### src/sv/m68k_operand_ext_word_encoder_top_assert.svh
// ----------------------------------------------------------------------------
// Assertion macros for the 68000 operand encoder.
// Both macros expect signals named clk and arst_n in the scope where they
// are used. Checks are held off while reset is asserted.
// ----------------------------------------------------------------------------
`ifndef M68K_OPERAND_EXT_WORD_ENCODER_TOP_ASSERT_SVH
`define M68K_OPERAND_EXT_WORD_ENCODER_TOP_ASSERT_SVH

// Same-cycle implication check.
`define M68K_EA_ASSERT_NOW(label, ante, cons, msg) \
	label: assert property (@(posedge clk) disable iff (!arst_n) (ante) |-> (cons)) \
		else $error(msg);

// Next-cycle implication check.
`define M68K_EA_ASSERT_NEXT(label, ante, cons, msg) \
	label: assert property (@(posedge clk) disable iff (!arst_n) (ante) |=> (cons)) \
		else $error(msg);

`endif

### src/sv/m68k_ea_pkg.sv
// ----------------------------------------------------------------------------
// m68k_ea_pkg
// Types and constants shared by the 68000 operand encoder modules.
// ----------------------------------------------------------------------------
`default_nettype none

package m68k_ea_pkg;

	// Addressing modes as presented at the input.
	typedef enum logic [3:0] {
		MODE_DN       = 4'd0,
		MODE_AN       = 4'd1,
		MODE_AN_IND   = 4'd2,
		MODE_AN_POST  = 4'd3,
		MODE_AN_PRE   = 4'd4,
		MODE_AN_DISP  = 4'd5,
		MODE_AN_IDX   = 4'd6,
		MODE_ABS_W    = 4'd7,
		MODE_ABS_L    = 4'd8,
		MODE_PC_DISP  = 4'd9,
		MODE_PC_IDX   = 4'd10,
		MODE_IMM      = 4'd11
	} addr_mode_t;

	// Error codes reported on the last result of an operand.
	typedef enum logic [2:0] {
		ERR_OK       = 3'd0,
		ERR_D16      = 3'd1,
		ERR_D8       = 3'd2,
		ERR_PC_D16   = 3'd3,
		ERR_ABS_W    = 3'd4,
		ERR_IMM8     = 3'd5,
		ERR_IMM16    = 3'd6,
		ERR_BAD_MODE = 3'd7
	} err_code_t;

	// Operand size codes.
	localparam logic [1:0] SIZE_BYTE = 2'd1;
	localparam logic [1:0] SIZE_LONG = 2'd3;

	// Effective-address fields of the mode 7 forms.
	localparam logic [5:0] EA_ABS_W   = 6'h38;
	localparam logic [5:0] EA_ABS_L   = 6'h39;
	localparam logic [5:0] EA_PC_DISP = 6'h3A;
	localparam logic [5:0] EA_PC_IDX  = 6'h3B;
	localparam logic [5:0] EA_IMM     = 6'h3C;

	// One accepted operand.
	typedef struct packed {
		logic [3:0]  addr_mode;
		logic [2:0]  base_reg;
		logic [31:0] operand_value;
		logic [3:0]  index_reg_num;
		logic        index_is_long;
		logic [1:0]  operand_size;
		logic [31:0] location;
	} item_t;

	// One result item.
	typedef struct packed {
		logic [5:0]  ea_field;
		logic        ea_valid;
		logic [15:0] ext_word;
		logic        word_valid;
		logic        last_result;
		err_code_t   error_code;
		logic [31:0] next_location;
	} result_t;

	// Status of the result stage, watched by the top level.
	typedef struct packed {
		logic out_valid;
		logic pend_valid;
	} emit_status_t;

endpackage

`default_nettype wire

### src/sv/m68k_ea_calc.sv
// ----------------------------------------------------------------------------
// m68k_ea_calc
// Combinational encoder: forms the EA field, the extension words, the range
// checks and the advanced locations for one registered operand.
// ----------------------------------------------------------------------------
`default_nettype none

module m68k_ea_calc import m68k_ea_pkg::*; (
	input  item_t   item,
	output result_t res0,
	output result_t res1,
	output logic    two_words
);

	logic [31:0] val;
	logic [31:0] loc2;
	logic [31:0] loc4;
	logic [31:0] pc_disp;
	logic [31:0] d8_src;
	logic        fits_s16;
	logic        fits_pc16;
	logic        fits_d8;
	logic        fits_imm8;
	logic        fits_imm16;
	logic [5:0]  ea;
	addr_mode_t  mode;

	assign val  = item.operand_value;
	assign mode = addr_mode_t'(item.addr_mode);

	// Location arithmetic and the PC-relative displacement.
	assign loc2    = item.location + 32'd2;
	assign loc4    = item.location + 32'd4;
	assign pc_disp = val - loc2;
	assign d8_src  = (mode == MODE_PC_IDX) ? pc_disp : val;

	// Range checks on the 32-bit values, done on the upper bits; immediates also accept unsigned values.
	assign fits_s16   = (&val[31:15]) | ~(|val[31:15]);
	assign fits_pc16  = (&pc_disp[31:15]) | ~(|pc_disp[31:15]);
	assign fits_d8    = (&d8_src[31:7]) | ~(|d8_src[31:7]);
	assign fits_imm8  = (&val[31:7]) | ~(|val[31:8]);
	assign fits_imm16 = (&val[31:15]) | ~(|val[31:16]);

	// EA field: mode and register for modes 0-6, fixed codes for mode 7.
	always_comb begin
		unique case (mode)
			MODE_ABS_W:   ea = EA_ABS_W;
			MODE_ABS_L:   ea = EA_ABS_L;
			MODE_PC_DISP: ea = EA_PC_DISP;
			MODE_PC_IDX:  ea = EA_PC_IDX;
			MODE_IMM:     ea = EA_IMM;
			default:      ea = {item.addr_mode[2:0], item.base_reg};
		endcase
	end

	// Result words per mode.
	always_comb begin
		res0               = '0;
		res0.ea_field      = ea;
		res0.ea_valid      = 1'b1;
		res0.last_result   = 1'b1;
		res0.error_code    = ERR_OK;
		res0.next_location = item.location;
		res1               = res0;
		res1.ext_word      = val[15:0];
		res1.word_valid    = 1'b1;
		res1.next_location = loc4;
		two_words          = 1'b0;
		unique case (mode)
			MODE_DN, MODE_AN, MODE_AN_IND, MODE_AN_POST, MODE_AN_PRE: begin
			end
			MODE_AN_DISP, MODE_ABS_W: begin
				res0.ext_word      = val[15:0];
				res0.word_valid    = 1'b1;
				res0.next_location = loc2;
				if (!fits_s16) begin
					res0.error_code = (mode == MODE_ABS_W) ? ERR_ABS_W : ERR_D16;
				end
			end
			MODE_AN_IDX, MODE_PC_IDX: begin
				res0.ext_word      = {item.index_reg_num, item.index_is_long,
					3'b000, d8_src[7:0]};
				res0.word_valid    = 1'b1;
				res0.next_location = loc2;
				if (!fits_d8) begin
					res0.error_code = ERR_D8;
				end
			end
			MODE_PC_DISP: begin
				res0.ext_word      = pc_disp[15:0];
				res0.word_valid    = 1'b1;
				res0.next_location = loc2;
				if (!fits_pc16) begin
					res0.error_code = ERR_PC_D16;
				end
			end
			MODE_ABS_L: begin
				res0.ext_word      = val[31:16];
				res0.word_valid    = 1'b1;
				res0.last_result   = 1'b0;
				res0.next_location = loc2;
				two_words          = 1'b1;
			end
			MODE_IMM: begin
				res0.word_valid    = 1'b1;
				res0.next_location = loc2;
				if (item.operand_size == SIZE_BYTE) begin
					res0.ext_word = {8'h00, val[7:0]};
					if (!fits_imm8) begin
						res0.error_code = ERR_IMM8;
					end
				end else if (item.operand_size == SIZE_LONG) begin
					res0.ext_word    = val[31:16];
					res0.last_result = 1'b0;
					two_words        = 1'b1;
				end else begin
					res0.ext_word = val[15:0];
					if (!fits_imm16) begin
						res0.error_code = ERR_IMM16;
					end
				end
			end
			default: begin
				// Modes with no encoding.
				res0.ea_field   = 6'd0;
				res0.ea_valid   = 1'b0;
				res0.error_code = ERR_BAD_MODE;
			end
		endcase
	end

endmodule

`default_nettype wire

### src/sv/m68k_ea_emit.sv
// ----------------------------------------------------------------------------
// m68k_ea_emit
// Result register with a second-word holding register. Sends the first
// result of an operand and, for long values, the second on the next slot.
// ----------------------------------------------------------------------------
`default_nettype none

module m68k_ea_emit import m68k_ea_pkg::*; (
	input  logic         clk,
	input  logic         arst_n,
	input  logic         in_valid,
	input  result_t      in_res0,
	input  result_t      in_res1,
	input  logic         in_two,
	output logic         in_take,
	input  logic         out_ready,
	output logic         out_valid,
	output result_t      out_res,
	output emit_status_t status
);

	logic    out_valid_q;
	logic    pend_q;
	result_t out_q;
	result_t pend_res_q;
	logic    out_free;

	// The result register can load when empty or when its item is taken.
	assign out_free = !out_valid_q || out_ready;
	assign in_take  = out_free && !pend_q && in_valid;

	// Control state.
	always_ff @(posedge clk or negedge arst_n) begin
		if (!arst_n) begin
			out_valid_q <= 1'b0;
			pend_q      <= 1'b0;
		end else if (out_free) begin
			if (pend_q) begin
				out_valid_q <= 1'b1;
				pend_q      <= 1'b0;
			end else begin
				out_valid_q <= in_valid;
				pend_q      <= in_valid && in_two;
			end
		end
	end

	// Payload registers.
	always_ff @(posedge clk) begin
		if (out_free) begin
			if (pend_q) begin
				out_q <= pend_res_q;
			end else if (in_valid) begin
				out_q      <= in_res0;
				pend_res_q <= in_res1;
			end
		end
	end

	assign out_valid         = out_valid_q;
	assign out_res           = out_q;
	assign status.out_valid  = out_valid_q;
	assign status.pend_valid = pend_q;

endmodule

`default_nettype wire

### src/sv/m68k_operand_ext_word_encoder_top.sv
// An operand's first result passes the input register and then the result register before it is presented.
// Throughput: one operand per cycle when it yields one result and m_tready is high;
// long immediates and abs.L hold the next operand back while their second word is held.
// Reset: arst_n clears the input and result valid flags and the second-word flag.
// Input is accepted while the result register waits on m_tready if the input register is empty.
// ----------------------------------------------------------------------------
// m68k_operand_ext_word_encoder_top
// 68000 operand encoder: EA field and up to two extension words per operand,
// with range checks and location tracking.
// ----------------------------------------------------------------------------
`default_nettype none

module m68k_operand_ext_word_encoder_top import m68k_ea_pkg::*; (
	input  logic        clk,
	input  logic        arst_n,
	input  logic        s_tvalid,
	output logic        s_tready,
	// [2:0] base_reg, [34:3] operand_value, [38:35] index_reg_num,
	// [39] index_is_long, [41:40] operand_size, [73:42] location, rest zero
	input  logic [79:0] s_tdata,
	// [3:0] addr_mode
	input  logic [3:0]  s_tuser,
	output logic        m_tvalid,
	input  logic        m_tready,
	// [5:0] ea_field, [21:6] ext_word, [24:22] error_code,
	// [56:25] next_location, rest zero
	output logic [63:0] m_tdata,
	// [0] ea_valid, [1] word_valid
	output logic [1:0]  m_tuser,
	output logic        m_tlast
);

	item_t        item_s1;
	logic         valid_s1;
	logic         take;
	result_t      res0;
	result_t      res1;
	logic         two_words;
	result_t      out_res;
	emit_status_t status;

	assign s_tready = !valid_s1 || take;

	// Input register.
	always_ff @(posedge clk or negedge arst_n) begin
		if (!arst_n) begin
			valid_s1 <= 1'b0;
		end else if (s_tready) begin
			valid_s1 <= s_tvalid;
		end
	end

	always_ff @(posedge clk) begin
		if (s_tready && s_tvalid) begin
			item_s1.addr_mode     <= s_tuser;
			item_s1.base_reg      <= s_tdata[2:0];
			item_s1.operand_value <= s_tdata[34:3];
			item_s1.index_reg_num <= s_tdata[38:35];
			item_s1.index_is_long <= s_tdata[39];
			item_s1.operand_size  <= s_tdata[41:40];
			item_s1.location      <= s_tdata[73:42];
		end
	end

	// Encoding logic.
	m68k_ea_calc u_calc (
		.item      (item_s1),
		.res0      (res0),
		.res1      (res1),
		.two_words (two_words)
	);

	// Result stage.
	m68k_ea_emit u_emit (
		.clk       (clk),
		.arst_n    (arst_n),
		.in_valid  (valid_s1),
		.in_res0   (res0),
		.in_res1   (res1),
		.in_two    (two_words),
		.in_take   (take),
		.out_ready (m_tready),
		.out_valid (m_tvalid),
		.out_res   (out_res),
		.status    (status)
	);

	// Output packing.
	assign m_tdata = {7'd0, out_res.next_location, out_res.error_code,
		out_res.ext_word, out_res.ea_field};
	assign m_tuser = {out_res.word_valid, out_res.ea_valid};
	assign m_tlast = out_res.last_result;

	`include "m68k_operand_ext_word_encoder_top_assert.svh"

	// A held second word always sits behind a valid first word.
	`M68K_EA_ASSERT_NOW(a_pend_behind_out, status.pend_valid, status.out_valid, "second word without first")
	// A result that is not last is always followed by its second word.
	`M68K_EA_ASSERT_NOW(a_notlast_has_pend, m_tvalid && !m_tlast, status.pend_valid, "non-last result with no second word")
	// Errors are reported only on the last result.
	`M68K_EA_ASSERT_NOW(a_err_on_last, m_tvalid && (m_tdata[24:22] != ERR_OK), m_tlast, "error on non-last result")
	// The next operand waits while a second word is held.
	`M68K_EA_ASSERT_NEXT(a_s1_holds, status.pend_valid && valid_s1, valid_s1, "operand lost while second word held")

endmodule

`default_nettype wire
### config.mk
export PLATFORM = sky130hd
export DESIGN_NAME = m68k_operand_ext_word_encoder_top
export DESIGN_NICKNAME = d
export VERILOG_FILES = /design/src/sv/m68k_ea_pkg.sv /design/src/sv/m68k_ea_calc.sv /design/src/sv/m68k_ea_emit.sv /design/src/sv/m68k_operand_ext_word_encoder_top.sv
export VERILOG_INCLUDE_DIRS = /design/src /design/src/sv
export SDC_FILE = /design/constraint.sdc
export NUM_CORES = 1
export LEC_CHECK = 0
export BUFFER_PORTS_ARGS = -buffer_cell sky130_fd_sc_hd__buf_2
export CAP_MARGIN = 40
export CORE_ASPECT_RATIO = 1.2
export CORE_UTILIZATION = 59
export DETAILED_ROUTE_END_ITERATION = 7
export PLACE_DENSITY_LB_ADDON = 0.2
export SLEW_MARGIN = 20
export SYNTH_ARGS = -nofsm -noshare
export SYNTH_HDL_FRONTEND = slang
export SYNTH_SLANG_ARGS = --single-unit
export TNS_END_PERCENT = 10
### constraint.sdc
create_clock -name clk -period 6.1 [get_ports clk]
set_input_delay 0.305 -clock clk [delete_from_list [all_inputs] [get_ports clk]]
set_output_delay 0.305 -clock clk [all_outputs]
set_load 0.03 [all_outputs]
==> out/summary.md, run 1 <==
### Run status
- **status** finished, final reports clean

### Detailed routing
- **Total Routed Length** 28000 µm
- **detailed-route vias per instance** 6.05
- **initial detailed-routing violation count** 809
- **drt pass-1 iters** 8
- **number of nets still failing antenna checks after routing** 0
- **number of vias after detailed routing** 8754
- **average routed wire per standard cell** 19.4 µm
- **drt drc** 0

### Setup path
- **maximum fanout along the worst path** 10
- **depth of the worst register-to-register path** 21
- **startpoint of the worst-slack reg-to-reg timing path** item_s1[3]
- **category of the critical setup timing path** register to register
- **ordered list of cells on the worst path** ha_1 > and4_1 > nand3_1 > nor2_2 > nand2_1 > nor3_1 > nand3_1 > nor2_1 > xnor2_1 > ha_1 > a21oi_1 > o21ai_0 > a211oi_1 > o2bb2ai_1 > o31ai_1 > xnor2_1 > o21ai_0 > a2111oi_0 > nand4_1 > o211ai_1 > a31oi_1
- **required time worst endpoint** 6.28 ns
- **slack of the worst reg-to-reg path** 0.53 ns
- **kind of start point of the critical path** register
- **destination of the worst register-to-register timing path** u_emit.out_res[33]
- **Worst setup EP type** register
- **critical path's slowest cell** sky130_fd_sc_hd__edfxtp_1
- **family with the most delay on the worst path** simple AND/OR/NAND/NOR gates
- **sum of buffers and inverters on the critical path** 0
- **highest cell delay on the worst timing path** 0.47 ns
- **Crit path arrival time** 5.74 ns

### Min path
- **class of the worst hold path** primary input to register
- **Worst Hold End** item_s1[66]
- **hold path startpoint** s_tdata[30]
- **Hold Path Stages** 1

### Clocking
- **post-CTS setup repair buffer count** 0
- **clock root buffer** sky130_fd_sc_hd__clkbuf_16
- **number of sinks handled by clock tree synthesis** 195
- **clock tree from TritonCTS** done
- **buffer depth of the longest clock path** 2
- **Worst-Skew Late Latency** 0.44 ns
- **H-Tree Level Count** 4
- **Inserted Clock Buffers** 17
- **clock slew at the register clock pins of the worst setup and hold paths** 0.08 ns

### Place
- **count of input and output buffers** 143
- **final weighted congestion in routability-driven placement** 0.953
- **placed wire-length estimate after detailed placement** 20100 µm

### Global route
- **global-route wire length before repair** 43600 µm
- **Overflow after GRT** 0
- **number of antenna violations at the first check in global routing** 0
- **global router's overall resource usage** 28.7%
- **maximum number of pins on one net before global-route repair** 56
- **via count of the first global-routing pass** 8372

### Synth
- **most instantiated library cell after synthesis** sky130_fd_sc_hd__edfxtp_1
- **top cell types by occurrence after synthesis** sky130_fd_sc_hd__edfxtp_1 (192), sky130_fd_sc_hd__nand2_1 (107), sky130_fd_sc_hd__xnor2_1 (69)
- **post-synthesis register bit count** 195
- **leading area contributor after synthesis** sky130_fd_sc_hd__edfxtp_1
- **number of flops mapped to enable cells by yosys** 192
- **ys async rst share** 1.54%
- **Synth Area per Inst** 10.8 µm²
- **mapped cell area** 0.0115 mm²
- **proportion of netlist area held by the largest area contributor** 50.1%
- **top area cells in the synthesized netlist** sky130_fd_sc_hd__edfxtp_1 (50%), sky130_fd_sc_hd__xnor2_1 (5.3%), sky130_fd_sc_hd__xor2_1 (3.5%)
- **total of warnings raised by yosys** 0
- **share of synthesized area occupied by flip-flops and latches** 50.8%
- **Mapped Cells** 1068
- **post-synthesis cell type count** 86
- **Post-synth top flop** sky130_fd_sc_hd__edfxtp_1

### STA
- **Worst Clk Skew** 0.0153 ns
- **RSZ-0062 raised after global routing** no
- **final number of hold-violating endpoints** 0
- **tightest hold margin** 0.0287 ns
- **timing-limited maximum frequency** 0.180 GHz
- **transition time of the tightest slew-check pin** 0.781 ns
- **max-slew headroom at the worst pin** 47.9%
- **share of the clock period used by the worst path after layout** 91.2%
- **Max Transition Viols Final** 0
- **sum of negative setup slack** 0 ns
- **final setup fails** 0
- **post-route minimum period** 5.57 ns

### Cells and area
- **share of layout cells above drive strength 1** 19.0%
- **synth-to-layout area growth** 12.9%
- **number of nets at the end of the flow** 1293
- **antenna fix cells** 0

### Floorplan
- **core area** 0.0190 mm²
- **die area** 0.0201 mm²
- **initial core utilization** 60.6%
- **Die H** 155 µm
- **x dimension of the die** 129 µm
- **count of boundary I/O pins** 157
- **number of cell rows** 55

### Pwr
- **Leak** 4.76 nW
- **peak supply drop** 0.208 mV
- **Tot Pwr** 3.61 mW
- **areal power density over the cells** 278 mW/mm²

### Run
- **number of max-cap violations** 0

[layout by cell type, fill, tap and decap left out, types with 10 or more instances in the layout]
cell type                     n
sky130_fd_sc_hd__nand2b_1    14
sky130_fd_sc_hd__or3_1       13
sky130_fd_sc_hd__nor3_1      18
sky130_fd_sc_hd__xnor2_1     69
sky130_fd_sc_hd__edfxtp_1   192
sky130_fd_sc_hd__nand4_1     28
sky130_fd_sc_hd__buf_2      144
sky130_fd_sc_hd__a21oi_1     42
sky130_fd_sc_hd__nand3_1     40
sky130_fd_sc_hd__mux2_2      10
sky130_fd_sc_hd__nor4_1      10
sky130_fd_sc_hd__o21ai_0     62
sky130_fd_sc_hd__nor2_1      65
sky130_fd_sc_hd__and3_1      13
sky130_fd_sc_hd__clkbuf_16   17
sky130_fd_sc_hd__a31oi_1     10
sky130_fd_sc_hd__and2_1      14
sky130_fd_sc_hd__nand2_1    107
sky130_fd_sc_hd__inv_1       30
sky130_fd_sc_hd__ha_1        25
sky130_fd_sc_hd__a211oi_1    10
sky130_fd_sc_hd__xor2_1      46
sky130_fd_sc_hd__a21o_1      18
[flip-flops by register name, summed over array words and instances (netlist names)]
name               flops
valid_s1               1
u_emit.out_valid       1
u_emit.out_res        60
item_s1               78
u_emit.pend_q          1
u_emit.pend_res_q     54
[cells by family after synthesis]
group	after synthesis	share of synthesized area [%]
xor+xnor	121	9.89
other cells	1	0.0326
mux	18	1.67
flops	195	50.8
fa+ha+maj	32	3.46
compound gates	230	13.8
simple gates	370	16.5
buf+inv	101	3.92
[layer usage]
layer | up-vias | track usage [%] | share of wire (%)
met3 | 63 | 4.16 | 6.1
met4 | 0 | 13.2 | 3.4
met1 | 4133 | 36.8 | 41
met5 | - | 0 | 0
li1 | 4192 | - | -
met2 | 366 | 48.2 | 49
[power breakdown]
group	total, mW	switching [mW]	internal (mW)
Clock	1.15	0.534	0.619
Combinational	0.737	0.471	0.266
Sequential	1.73	0.0971	1.63
[worst max path at each step]
stage          slack, ns          start                   end  cells past startpoint
6_report            0.53     item_s1[3]    u_emit.out_res[33]                     21
5_1_grt             0.02     item_s1[3]    u_emit.out_res[33]                     21
4_1_cts             0.47     item_s1[3]    u_emit.out_res[33]                     21
3_5_place_dp        0.52     item_s1[3]    u_emit.out_res[33]                     21
3_3_place_gp        0.65     item_s1[3]    u_emit.out_res[33]                     21
2_1_floorplan       0.83  u_emit.pend_q  u_emit.pend_res_q[0]                      3
[worst register-to-register path, stage by stage, from the launching register on]
cell and delay [ns]:
sky130_fd_sc_hd__edfxtp_1 0.47, sky130_fd_sc_hd__ha_1 0.33, sky130_fd_sc_hd__and4_1 0.41, sky130_fd_sc_hd__nand3_1 0.27, sky130_fd_sc_hd__nor2_2 0.33, sky130_fd_sc_hd__nand2_1 0.14
sky130_fd_sc_hd__nor3_1 0.36, sky130_fd_sc_hd__nand3_1 0.25, sky130_fd_sc_hd__nor2_1 0.17, sky130_fd_sc_hd__xnor2_1 0.20, sky130_fd_sc_hd__ha_1 0.42, sky130_fd_sc_hd__a21oi_1 0.17
sky130_fd_sc_hd__o21ai_0 0.09, sky130_fd_sc_hd__a211oi_1 0.25, sky130_fd_sc_hd__o2bb2ai_1 0.14, sky130_fd_sc_hd__o31ai_1 0.10, sky130_fd_sc_hd__xnor2_1 0.28, sky130_fd_sc_hd__o21ai_0 0.14
sky130_fd_sc_hd__a2111oi_0 0.44, sky130_fd_sc_hd__nand4_1 0.14, sky130_fd_sc_hd__o211ai_1 0.12, sky130_fd_sc_hd__a31oi_1 0.10
[timing repair]
| item | 4_1_cts | 5_1_grt |
|---|---|---|
| endpoints found under the hold margin | 3 | 0 |
| gates resized for setup | 0 | 1 |
| hold buffers | 1 | 0 |
| endpoints found under the setup margin | 0 | 1 |
[cell type report]
cell class,count,area (µm²)
inverter,30,113
clock buffer,17,425
clock inverter,15,173
timing repair buffer,157,858
sequential,195,5840
fill,1450,6010
tap,256,320
multi-input combinational,778,5260
[stage by stage]
stage	instances	utilization [%]	area (µm²)	setup WS (ns)
2_1_floorplan	1074	-	11500	0.829
3_3_place_gp	1411	64.8	12300	0.646
3_5_place_dp	1415	65.2	12400	0.516
4_1_cts	1448	68.4	13000	0.473
5_1_grt	1448	68.4	13000	0.0225
6_report	1448	68.4	13000	0.534
Power figures use the tool's default switching activity.
==> run 2: changes to the inputs <==
Settings changed: BUFFER_PORTS_ARGS -buffer_cell sky130_fd_sc_hd__buf_2 to -buffer_cell sky130_fd_sc_hd__buf_4.
==> out/summary.md, run 2 (synthesized netlist as in run 1, its figures left out) <==
### Setup path
- **destination of the worst register-to-register timing path** u_emit.out_res[33]
- **ordered list of cells on the worst path** ha_1 > and4_1 > nand3_1 > nor2_2 > nand4_1 > xor2_1 > ha_1 > and3_1 > nand2_1 > o31a_1 > o21ai_0 > nor2_1 > xnor2_1 > nor4b_1 > nand4_1 > o311ai_1 > a31oi_1
- **startpoint of the worst-slack reg-to-reg timing path** item_s1[3]
- **kind of start point of the critical path** register
- **critical path's slowest cell** sky130_fd_sc_hd__o21ai_0
- **slack of the worst reg-to-reg path** 0.47 ns, -0.06 ns
- **maximum fanout along the worst path** 9, -1
- **required time worst endpoint** 6.28 ns, about the same
- **sum of buffers and inverters on the critical path** 0, unchanged
- **highest cell delay on the worst timing path** 0.53 ns, +0.06 ns
- **category of the critical setup timing path** register to register
- **Crit path arrival time** 5.81 ns, +0.07 ns
- **family with the most delay on the worst path** simple AND/OR/NAND/NOR gates
- **depth of the worst register-to-register path** 17, -19%
- **Worst setup EP type** register

### Cells and area
- **synth-to-layout area growth** 16.0%
- **share of layout cells above drive strength 1** 19.2%, +0.24 points
- **Filler cells** 1438, -0.83%
- **register ranked first by flip-flop count** item_s1
- **number of nets at the end of the flow** 1294, +0.077%
- **antenna fix cells** 0, unchanged
- **Non-Filler Cell Area, Final** 0.0134 mm², +2.8%
- **Post-Layout Cell Count** 1449, +0.069%
- **register area** 0.00584 mm², unchanged
- **area occupied by multi-input gates** 0.00526 mm², about the same
- **most common cell after layout, fill and taps aside** sky130_fd_sc_hd__edfxtp_1
- **top library cells by usage in the layout, fill and taps aside** sky130_fd_sc_hd__edfxtp_1 (192), sky130_fd_sc_hd__buf_4 (154), sky130_fd_sc_hd__nand2_1 (107)
- **max reg flops** 78, unchanged

### STA
- **share of the clock period used by the worst path after layout** 92.3%, +1.0 points
- **RSZ-0062 raised after global routing** no
- **timing-limited maximum frequency** 0.178 GHz, -1.1%
- **transition time of the tightest slew-check pin** 0.802 ns, +0.0213 ns
- **sum of negative setup slack** 0 ns, unchanged
- **Worst Clk Skew** 0.0127 ns, -0.00266 ns
- **Max Transition Viols Final** 0, unchanged
- **max-slew headroom at the worst pin** 45.8%, -2.1 points
- **final setup fails** 0, unchanged
- **post-route minimum period** 5.63 ns, +0.0639 ns
- **final number of hold-violating endpoints** 0, unchanged

### Floorplan
- **number of cell rows** 55, unchanged
- **count of boundary I/O pins** 157, unchanged
- **initial core utilization** 60.6%, unchanged
- **core area** 0.0190 mm², unchanged
- **Die H** 155 µm, unchanged
- **x dimension of the die** 129 µm, unchanged
- **die area** 0.0201 mm², unchanged

### Pwr
- **Pint** 2.48 mW, -1.2%
- **Leak** 4.87 nW, +2.5%
- **Tot Pwr** 3.62 mW, +0.21%
- **NetSw** 1.14 mW, +3.4%
- **peak supply drop** 0.207 mV, -0.53%
- **clock network fraction of total power** 30.6%, -1.3 points
- **areal power density over the cells** 271 mW/mm², -2.5%
- **part of the total power dissipated in sequential elements** 47.7%, about the same
- **switching fraction of total power** 31.5%, +0.96 points
- **Logic pwr share** 21.6%, +1.2 points

### Detailed routing
- **wire length on met2** 14700 µm, +6.8%
- **drt pass-1 iters** 8, unchanged
- **initial detailed-routing violation count** 816, +0.87%
- **Total Routed Length** 29300 µm, +4.5%
- **detailed-route vias per instance** 6.13, +1.4%
- **number of vias after detailed routing** 8886, +1.5%
- **Met1 Wirelength** 11400 µm, -1.4%
- **total length of routed met3 wires** 1990 µm, +16%
- **drt drc** 0, unchanged
- **highest routed layer** met4
- **average routed wire per standard cell** 20.2 µm, +4.4%
- **number of nets still failing antenna checks after routing** 0, unchanged

### Global route
- **number of antenna violations at the first check in global routing** 0, unchanged
- **global router's overall resource usage** 29.9%, +1.2 points
- **global-route wire length before repair** 45300 µm, +3.8%
- **via count of the first global-routing pass** 8630, +3.1%
- **Overflow after GRT** 0, unchanged
- **maximum number of pins on one net before global-route repair** 64, +14%

### Min path
- **class of the worst hold path** primary input to register
- **hold path startpoint** s_tdata[68]
- **Hold Path Stages** 1, unchanged
- **Worst Hold End** item_s1[26]

### Clocking
- **Worst-Skew Late Latency** 0.45 ns, about the same
- **clock slew at the register clock pins of the worst setup and hold paths** 0.08 ns, about the same
- **clock tree from TritonCTS** done
- **buffer depth of the longest clock path** 2, unchanged
- **H-Tree Level Count** 4, unchanged
- **Inserted Clock Buffers** 17, unchanged
- **clock root buffer** sky130_fd_sc_hd__clkbuf_16
- **post-CTS setup repair buffer count** 0, unchanged
- **number of sinks handled by clock tree synthesis** 195, unchanged

### Place
- **Post-Place Cells** 1414, -0.071%
- **final weighted congestion in routability-driven placement** 0.898, -5.7%
- **count of input and output buffers** 143, unchanged
- **post-placement cell area** 0.0127 mm², +2.6%
- **placed wire-length estimate after detailed placement** 21000 µm, +4.5%

### Run
- **number of max-cap violations** 0, unchanged

### Run status
- **status** finished, final reports clean

## run 2: cell types whose count changed in the layout (fill, tap and decap cells not counted)
cell | before | now
sky130_fd_sc_hd__nor3_1 | 18 | 17
sky130_fd_sc_hd__inv_6 | 4 | 5
sky130_fd_sc_hd__nor3_2 | 2 | 3
sky130_fd_sc_hd__buf_4 | 9 | 154
sky130_fd_sc_hd__clkinv_4 | 1 | 2
sky130_fd_sc_hd__clkinv_2 | 3 | 2
sky130_fd_sc_hd__inv_8 | 3 | 1
sky130_fd_sc_hd__bufinv_16 | 2 | 0
sky130_fd_sc_hd__clkinv_8 | 1 | 5
sky130_fd_sc_hd__buf_2 | 144 | 0
sky130_fd_sc_hd__clkinv_1 | 1 | 0
## run 2: worst max path at each step
stage	from	end	slack (ns)	depth (start not counted)
6_report	item_s1[3]	u_emit.out_res[33]	0.47	17
3_3_place_gp	item_s1[3]	u_emit.out_res[33]	0.59	21
4_1_cts	item_s1[3]	u_emit.out_res[33]	0.35	21
3_5_place_dp	item_s1[3]	u_emit.out_res[33]	0.35	21
5_1_grt	item_s1[3]	u_emit.out_res[33]	0.09	21
2_1_floorplan	u_emit.pend_q	u_emit.pend_res_q[0]	0.83	3
## run 2: area by class of cell
class                           count  share of cell area [%]
Inverter                           30                   0.843
Clock buffer                       17                    3.19
Clock inverter                     15                    1.23
Sequential cell                   195                    43.8
Multi-Input combinational cell    778                    39.4
Tap cell                          256                    2.40
Timing Repair Buffer              158                    9.18
## run 2: layer usage
metal,track usage [%],up-vias
met3,5.23,75
li1,-,4200
met4,14.5,0
met2,50.8,366
met1,36.8,4245
met5,0,-
## run 2: power by group through the flow
stage               Combinational, mW  Clock (mW)  Sequential, mW
floorplan                       0.473           0            1.80
global placement                0.754           0            1.76
detailed placement              0.769           0            1.76
CTS                             0.773        1.11            1.73
global route                    0.851        1.16            1.74
finish                          0.784        1.11            1.73
## run 2: what timing repair did
item | CTS | global route
setup endpoints to repair | 0 | 1
hold endpoints to repair | 3 | 0
gates resized for setup | 0 | 2
hold buffers | 1 | 0
## run 2: through the flow
step	util [%]	hold slack (ns)	setup WS (ns)
6_report	70.3	0.0262	0.470
5_1_grt	70.3	0.0219	0.0861
4_1_cts	70.0	0.0202	0.348
3_5_place_dp	66.9	0.0983	0.354
3_3_place_gp	66.8	0.0966	0.591
2_1_floorplan	-	0.00941	0.829
